## src/tsla_pkg.sv

```systemverilog
`timescale 1ns / 1ps
`default_nettype none
// ----------------------------------------------------------------------------
// tsla_pkg
// Shared types and constants for the triangle strip/list assembler.
// ----------------------------------------------------------------------------
package tsla_pkg;

    localparam int INDEX_WIDTH_DEF = 32;
    localparam int CORNER_WIDTH    = 32;
    localparam int FILL_WIDTH      = 2;

    // number of held indices at which the next index closes a triangle
    localparam logic [FILL_WIDTH-1:0] WINDOW_FULL = 2'd2;

    localparam logic TOPO_LIST  = 1'b0;
    localparam logic TOPO_STRIP = 1'b1;

    localparam logic [CORNER_WIDTH-1:0] RESTART_RESET = 32'hFFFF_FFFF;

    typedef struct packed {
        logic                    emit;
        logic [CORNER_WIDTH-1:0] corner_a;
        logic [CORNER_WIDTH-1:0] corner_b;
        logic [CORNER_WIDTH-1:0] corner_c;
    } tri_t;

endpackage
`default_nettype wire

```

## src/tsla_window.sv

```systemverilog
`timescale 1ns / 1ps
`default_nettype none
// ----------------------------------------------------------------------------
// tsla_window
// Index window (two previous indices, fill count, winding parity) and the
// combinational triangle assembly for the item held in the input register.
// ----------------------------------------------------------------------------
module tsla_window #(
    parameter int INDEX_WIDTH = tsla_pkg::INDEX_WIDTH_DEF
) (
    input  wire                              aclk,
    input  wire                              aresetn,
    input  wire [tsla_pkg::CORNER_WIDTH-1:0] restart_value,
    input  wire                              advance,
    input  wire [tsla_pkg::CORNER_WIDTH-1:0] vertex_index,
    input  wire [tsla_pkg::CORNER_WIDTH-1:0] base_offset,
    input  wire                              topology,
    input  wire                              part_end,
    output tsla_pkg::tri_t                   tri_out
);
    import tsla_pkg::*;

    logic [INDEX_WIDTH-1:0] older_reg, older_next;
    logic [INDEX_WIDTH-1:0] newer_reg, newer_next;
    logic [FILL_WIDTH-1:0]  fill_reg, fill_next;
    logic                   odd_reg, odd_next;

    logic [INDEX_WIDTH-1:0] idx;
    logic                   is_strip;
    logic                   is_restart;
    logic                   full;
    logic [INDEX_WIDTH-1:0] first_idx;
    logic [INDEX_WIDTH-1:0] second_idx;

    assign idx        = vertex_index[INDEX_WIDTH-1:0];
    assign is_strip   = (topology == TOPO_STRIP);
    assign is_restart = (idx == restart_value[INDEX_WIDTH-1:0]);
    assign full       = (fill_reg == WINDOW_FULL);

    // odd strip triangles swap the two older corners to keep winding
    assign first_idx  = (is_strip && odd_reg) ? newer_reg : older_reg;
    assign second_idx = (is_strip && odd_reg) ? older_reg : newer_reg;

    always_comb begin
        tri_out.emit     = full && !(is_strip && is_restart);
        tri_out.corner_a = CORNER_WIDTH'(first_idx) + base_offset;
        tri_out.corner_b = CORNER_WIDTH'(second_idx) + base_offset;
        tri_out.corner_c = CORNER_WIDTH'(idx) + base_offset;
    end

    always_comb begin
        older_next = older_reg;
        newer_next = newer_reg;
        fill_next  = fill_reg;
        odd_next   = odd_reg;
        if (advance) begin
            if (part_end) begin
                older_next = '0;
                newer_next = '0;
                fill_next  = '0;
                odd_next   = 1'b0;
            end else if (is_strip && is_restart) begin
                fill_next = '0;
                odd_next  = 1'b0;
            end else if (!full) begin
                older_next = newer_reg;
                newer_next = idx;
                fill_next  = fill_reg + FILL_WIDTH'(1);
            end else begin
                older_next = newer_reg;
                newer_next = idx;
                if (is_strip) begin
                    odd_next = !odd_reg;
                end else begin
                    fill_next = '0;
                    odd_next  = 1'b0;
                end
            end
        end
    end

    always_ff @(posedge aclk) begin
        if (!aresetn) begin
            older_reg <= '0;
            newer_reg <= '0;
            fill_reg  <= '0;
            odd_reg   <= 1'b0;
        end else begin
            older_reg <= older_next;
            newer_reg <= newer_next;
            fill_reg  <= fill_next;
            odd_reg   <= odd_next;
        end
    end

endmodule
`default_nettype wire

```

## src/triangle_strip_list_assembler_top.sv

```systemverilog
`timescale 1ns / 1ps
`default_nettype none
// ----------------------------------------------------------------------------
// triangle_strip_list_assembler_top
// Primitive assembler: vertex indices in, triangles of offset indices out.
// ----------------------------------------------------------------------------
// Usage:
//   The s_ stream carries one vertex index per transaction, with the mesh
//   base offset in tdata, the topology (0 list, 1 strip) in tuser and the
//   end-of-part mark in tlast. The m_ stream carries one triangle per
//   transaction: three corner indices with the base offset added mod 2^32.
//   Not every index yields a triangle; list leftovers at a part end and strip
//   restart indices yield nothing.
//   The cfg channel writes the strip restart index; write it only while no
//   transaction is in flight. cfg_ready is high whenever reset is released.
// Pipeline and throughput:
//   The transaction that closes a triangle passes from the input register
//   through the window into the output register, which raises m_tvalid.
//   One index is taken every cycle while the receiver does not stall; the
//   rate is set by the combinational window update between the two registers.
// Reset and stall:
//   Reset empties both registers, clears the index window and sets the
//   restart index to all ones. While the receiver stalls, the output holds
//   and one more index waits in the input register before s_tready drops.
// ----------------------------------------------------------------------------
module triangle_strip_list_assembler_top #(
    parameter int INDEX_WIDTH = tsla_pkg::INDEX_WIDTH_DEF
) (
    input  wire         aclk,
    input  wire         aresetn,
    // configuration
    input  wire         cfg_valid,
    output logic        cfg_ready,
    input  wire  [31:0] cfg_data,
    // index stream
    input  wire         s_tvalid,
    output logic        s_tready,
    input  wire  [63:0] s_tdata,   // [31:0] vertex_index, [63:32] base_offset
    input  wire  [0:0]  s_tuser,   // [0] topology
    input  wire         s_tlast,   // part_end
    // triangle stream
    output logic        m_tvalid,
    input  wire         m_tready,
    output logic [95:0] m_tdata    // [31:0] corner_a, [63:32] corner_b,
                                   // [95:64] corner_c
);
    import tsla_pkg::*;

    logic [CORNER_WIDTH-1:0] restart_reg;

    // input register
    logic                    in_valid_reg;
    logic [CORNER_WIDTH-1:0] in_vidx_reg;
    logic [CORNER_WIDTH-1:0] in_off_reg;
    logic                    in_topo_reg;
    logic                    in_last_reg;

    // output register
    logic                    out_valid_reg;
    logic [CORNER_WIDTH-1:0] out_a_reg;
    logic [CORNER_WIDTH-1:0] out_b_reg;
    logic [CORNER_WIDTH-1:0] out_c_reg;

    logic  advance;
    logic  s_accept;
    tri_t  tri_w;

    // move the held index on when the output register is free or draining
    assign advance   = in_valid_reg && (!out_valid_reg || m_tready);
    assign s_tready  = aresetn && (!in_valid_reg || advance);
    assign s_accept  = s_tvalid && s_tready;
    assign cfg_ready = aresetn;

    always_ff @(posedge aclk) begin
        if (!aresetn) begin
            restart_reg <= RESTART_RESET;
        end else if (cfg_valid && cfg_ready) begin
            restart_reg <= cfg_data;
        end
    end

    // load a new transaction into the input register
    always_ff @(posedge aclk) begin
        if (!aresetn) begin
            in_valid_reg <= 1'b0;
        end else if (s_accept) begin
            in_valid_reg <= 1'b1;
        end else if (advance) begin
            in_valid_reg <= 1'b0;
        end
    end

    always_ff @(posedge aclk) begin
        if (s_accept) begin
            in_vidx_reg <= s_tdata[31:0];
            in_off_reg  <= s_tdata[63:32];
            in_topo_reg <= s_tuser[0];
            in_last_reg <= s_tlast;
        end
    end

    tsla_window #(
        .INDEX_WIDTH (INDEX_WIDTH)
    ) u_window (
        .aclk          (aclk),
        .aresetn       (aresetn),
        .restart_value (restart_reg),
        .advance       (advance),
        .vertex_index  (in_vidx_reg),
        .base_offset   (in_off_reg),
        .topology      (in_topo_reg),
        .part_end      (in_last_reg),
        .tri_out       (tri_w)
    );

    // capture a finished triangle; drop items that close none
    always_ff @(posedge aclk) begin
        if (!aresetn) begin
            out_valid_reg <= 1'b0;
        end else if (advance) begin
            out_valid_reg <= tri_w.emit;
        end else if (m_tready) begin
            out_valid_reg <= 1'b0;
        end
    end

    always_ff @(posedge aclk) begin
        if (advance && tri_w.emit) begin
            out_a_reg <= tri_w.corner_a;
            out_b_reg <= tri_w.corner_b;
            out_c_reg <= tri_w.corner_c;
        end
    end

    assign m_tvalid = out_valid_reg;
    assign m_tdata  = {out_c_reg, out_b_reg, out_a_reg};

endmodule
`default_nettype wire

```

## config.mk

```make
export PLATFORM = sky130hd
export DESIGN_NAME = triangle_strip_list_assembler_top
export DESIGN_NICKNAME = d
export VERILOG_FILES = /design/src/tsla_pkg.sv /design/src/tsla_window.sv /design/src/triangle_strip_list_assembler_top.sv
export SDC_FILE = /design/constraint.sdc
export NUM_CORES = 1
export LEC_CHECK = 0
export BUFFER_PORTS_ARGS = -buffer_cell sky130_fd_sc_hd__buf_2
export CORE_ASPECT_RATIO = 0.9
export CORE_MARGIN = 3
export CORE_UTILIZATION = 49
export CTS_BUF_LIST = sky130_fd_sc_hd__clkbuf_2 sky130_fd_sc_hd__clkbuf_4 sky130_fd_sc_hd__clkbuf_8
export DETAILED_ROUTE_END_ITERATION = 10
export HOLD_SLACK_MARGIN = 0.06
export PLACE_DENSITY_LB_ADDON = 0.3
export SLEW_MARGIN = 25
export SYNTH_ARGS = -nofsm -noshare
export SYNTH_HDL_FRONTEND = slang
export SYNTH_HIERARCHICAL = 1
export SYNTH_SLANG_ARGS = --single-unit
```

## constraint.sdc

```tcl
create_clock -name aclk -period 6.8 [get_ports aclk]
set_input_delay 0.34 -clock aclk [delete_from_list [all_inputs] [get_ports aclk]]
set_output_delay 0.34 -clock aclk [all_outputs]
set_load 0.005 [all_outputs]
```

==> run summary <==
critical path arrival: 4660 ps
grt ovf: 0
async set-or-reset flop fraction in the synthesized netlist: 0
Nets: 1831
post-CTS setup buffers: 0
RSZ-0062 raised after global routing: no
VDD IR max: 0.1772 mV
Final Hold Vio Count: 0
final WL: 40010 microns
Worst setup EP type: flop
Cell Pwr Density: 211.3 nW/um^2
number of buffers created by CTS: 46
initial antenna violation count: 0
Netlist cell types: 71
DRC viols: 0
critical path class: reg2reg
Yosys warnings: 6
CTS tree: built
Critical Path Slowest Stage Cell: a2111oi_0
fmax: 230.4 MHz
CP bufs+invs: 1
sequential share of the synthesized area: 0.4724
Final Worst Setup Slack: 2459 ps
Initial Utilization: 0.5012
maximum fanout along the worst path: 41
Tot GR Track Use: 0.2466
CTS sink count: 263
WL per Instance: 19.41 microns
H-tree Lvls: 2
post_cts resized: 0
syn avg cell area: 11.01 sq um
Worst-path clk slew: 60 ps
Post-synth EDFFs: 162
Vias/cell: 5.669
fin crit share: 0.6384
final cell count without fillers: 2061
Worst Clk Skew: 27.75 ps
crit-path max cell delay: 560 ps
Boundary Pins: 202
Worst Path Required: 7120 ps
Netlist Area Pre-Place: 14580 sq um
worst min path class: in2reg
number of global-route vias before repair: 11.52k
relative max-transition margin: 0.3364
worst path cell trace: nand2_2 > buf_4 > mux2_2 > ha_1 > a2111oi_0 > o21ai_0 > a41o_1 > a21o_1 > a21oi_1 > o31ai_1 > a31oi_1 > xnor2_1
max-cap viol count: 0
worst-margin pin slew: 995.4 ps
ys flop type: edfxtp_1
Cells after Synth: 1324
num rows: 59
Yosys reg bits: 263
Synth area leader: edfxtp_1
PortBufs: 201
clock root cell: clkbuf_8
total negative slack: 0 ps
max-slew violations: 0
Post-DRT Antenna Nets: 0
Die X-Extent: 187.8 microns
CP top delay family: compound AO/OA/AOI/OAI gates
Final setup viols: 0
share of the synthesized area in the top cell type: 0.3337
Die Span Y: 169.6 microns
initial detailed-routing violation count: 1363
Core Util, Final: 0.6152
global-route wire length before repair: 62560 microns
Detail Placement HPWL: 27630 microns
syn_nets: 1529
share of cells above drive strength 1: 0.2188
status: finished clean
DRT Pass-1 Iters: 5
fin crit period: 4341 ps
top cells by area, synth: edfxtp_1 33%, dfxtp_1 14%, ha_1 8.5%
full die area: 31860 sq um
pre-CTS WS: 2598 ps
LEAKAGE: 7.425 nW
total core area: 29090 sq um
crit path launch type: flop
maximum clock path buffer count: 3
Hold-fix buffers, CTS: 99
placed instance count: 1875
largest net degree at the start of global routing: 79
Worst-Skew Late Latency: 590 ps
via count: 11.68k
Area growth, synth to finish: 22.74%
global placer's final weighted congestion: 0.9287
[routing by layer]
layer,vias up,wire length [microns],global-route usage
met5,-,0,0
met1,5514,18450,0.3529
li1,5551,-,-
met2,537,17130,0.3746
met3,81,3309,0.05349
met4,0,1119,0.08056
[path summary, 6_finish.rpt]
check	start	slack [ps]	endpoint	cells past startpoint
worst max register to register	in_topo_reg	2460	out_b_reg[31]	12
worst min register to register	restart_reg[30]	500	restart_reg[30]	2
worst max-delay path	in_topo_reg	2460	out_b_reg[31]	12
worst min-delay path	m_tready	160	in_valid_reg	3
[where the power goes]
group | switching [W] | internal, W | total [W]
sequential | 0.0000457 | 0.00174 | 0.00179
clock | 0.000679 | 0.000894 | 0.00157
combinational | 0.000224 | 0.000197 | 0.000421
[synth_stat cells, types with 28 or more instances]
master    count
a21o_1       38
inv_1        28
nor2_1       44
dfxtp_1     101
edfxtp_1    162
a21oi_1      91
mux2_2       63
nor2b_1      78
a22oi_1      64
xnor2_1      51
o21ai_0      57
xor2_1       65
mux2i_1      35
ha_1         99
clkbuf_1     33
nand2_1      89
[worst min-delay path, stage by stage]
cell and delay (ps):
buf_2 100, nand2b_1 140, o21ai_0 90
[cell families after synthesis]
logic type	after synthesis	synth area share
buf+inv	81	0.02549
flops	263	0.4724
simple gates	310	0.1097
fa+ha+maj	102	0.08908
compound gates	354	0.1610
mux	98	0.07269
xor+xnor	116	0.06969
[cells in the final DEF (no fill, tap or decap), types with 11 or more instances in the layout]
master,n
inv_1,28
xor2_1,65
a21o_1,38
nor3_1,15
and3_1,11
clkbuf_4,14
nor2b_1,78
buf_2,201
dlygate4sd3_1,99
dfxtp_1,101
mux2i_1,35
a21oi_1,90
xnor2_1,51
nand2b_1,12
clkbuf_8,55
o21a_1,17
a22oi_1,64
nand2_1,88
ha_1,99
nor2_1,43
nand4_1,13
mux2_2,63
nand3_1,14
o21bai_1,12
edfxtp_1,162
o21ai_0,57
[per-stage QoR]
| stage | hold slack, ps | cell area (sq um) | total power, W |
|---|---|---|---|
| after CTS | 103.6 | 17890 | 0.003785 |
| after detailed placement | 481.2 | 15890 | 0.002182 |
| after global placement | 473.7 | 15890 | 0.002175 |
| after floorplan | 438.9 | 14580 | 0.002067 |
| final | 160.3 | 17890 | 0.003781 |
| after global routing | 147.7 | 17890 | 0.003924 |
[cell type report]
cell class | count | area [sq um]
diodes | 1 | 2.502
clock buffers | 69 | 862.1
clock inverters | 17 | 150.1
fillers | 2373 | 11190
inverters | 28 | 105.1
multi-input cells | 980 | 7343
flip-flops and latches | 263 | 6887
well taps | 396 | 495.5
repair buffers | 307 | 2049
Note: power is estimated with default switching activity, not from simulation.
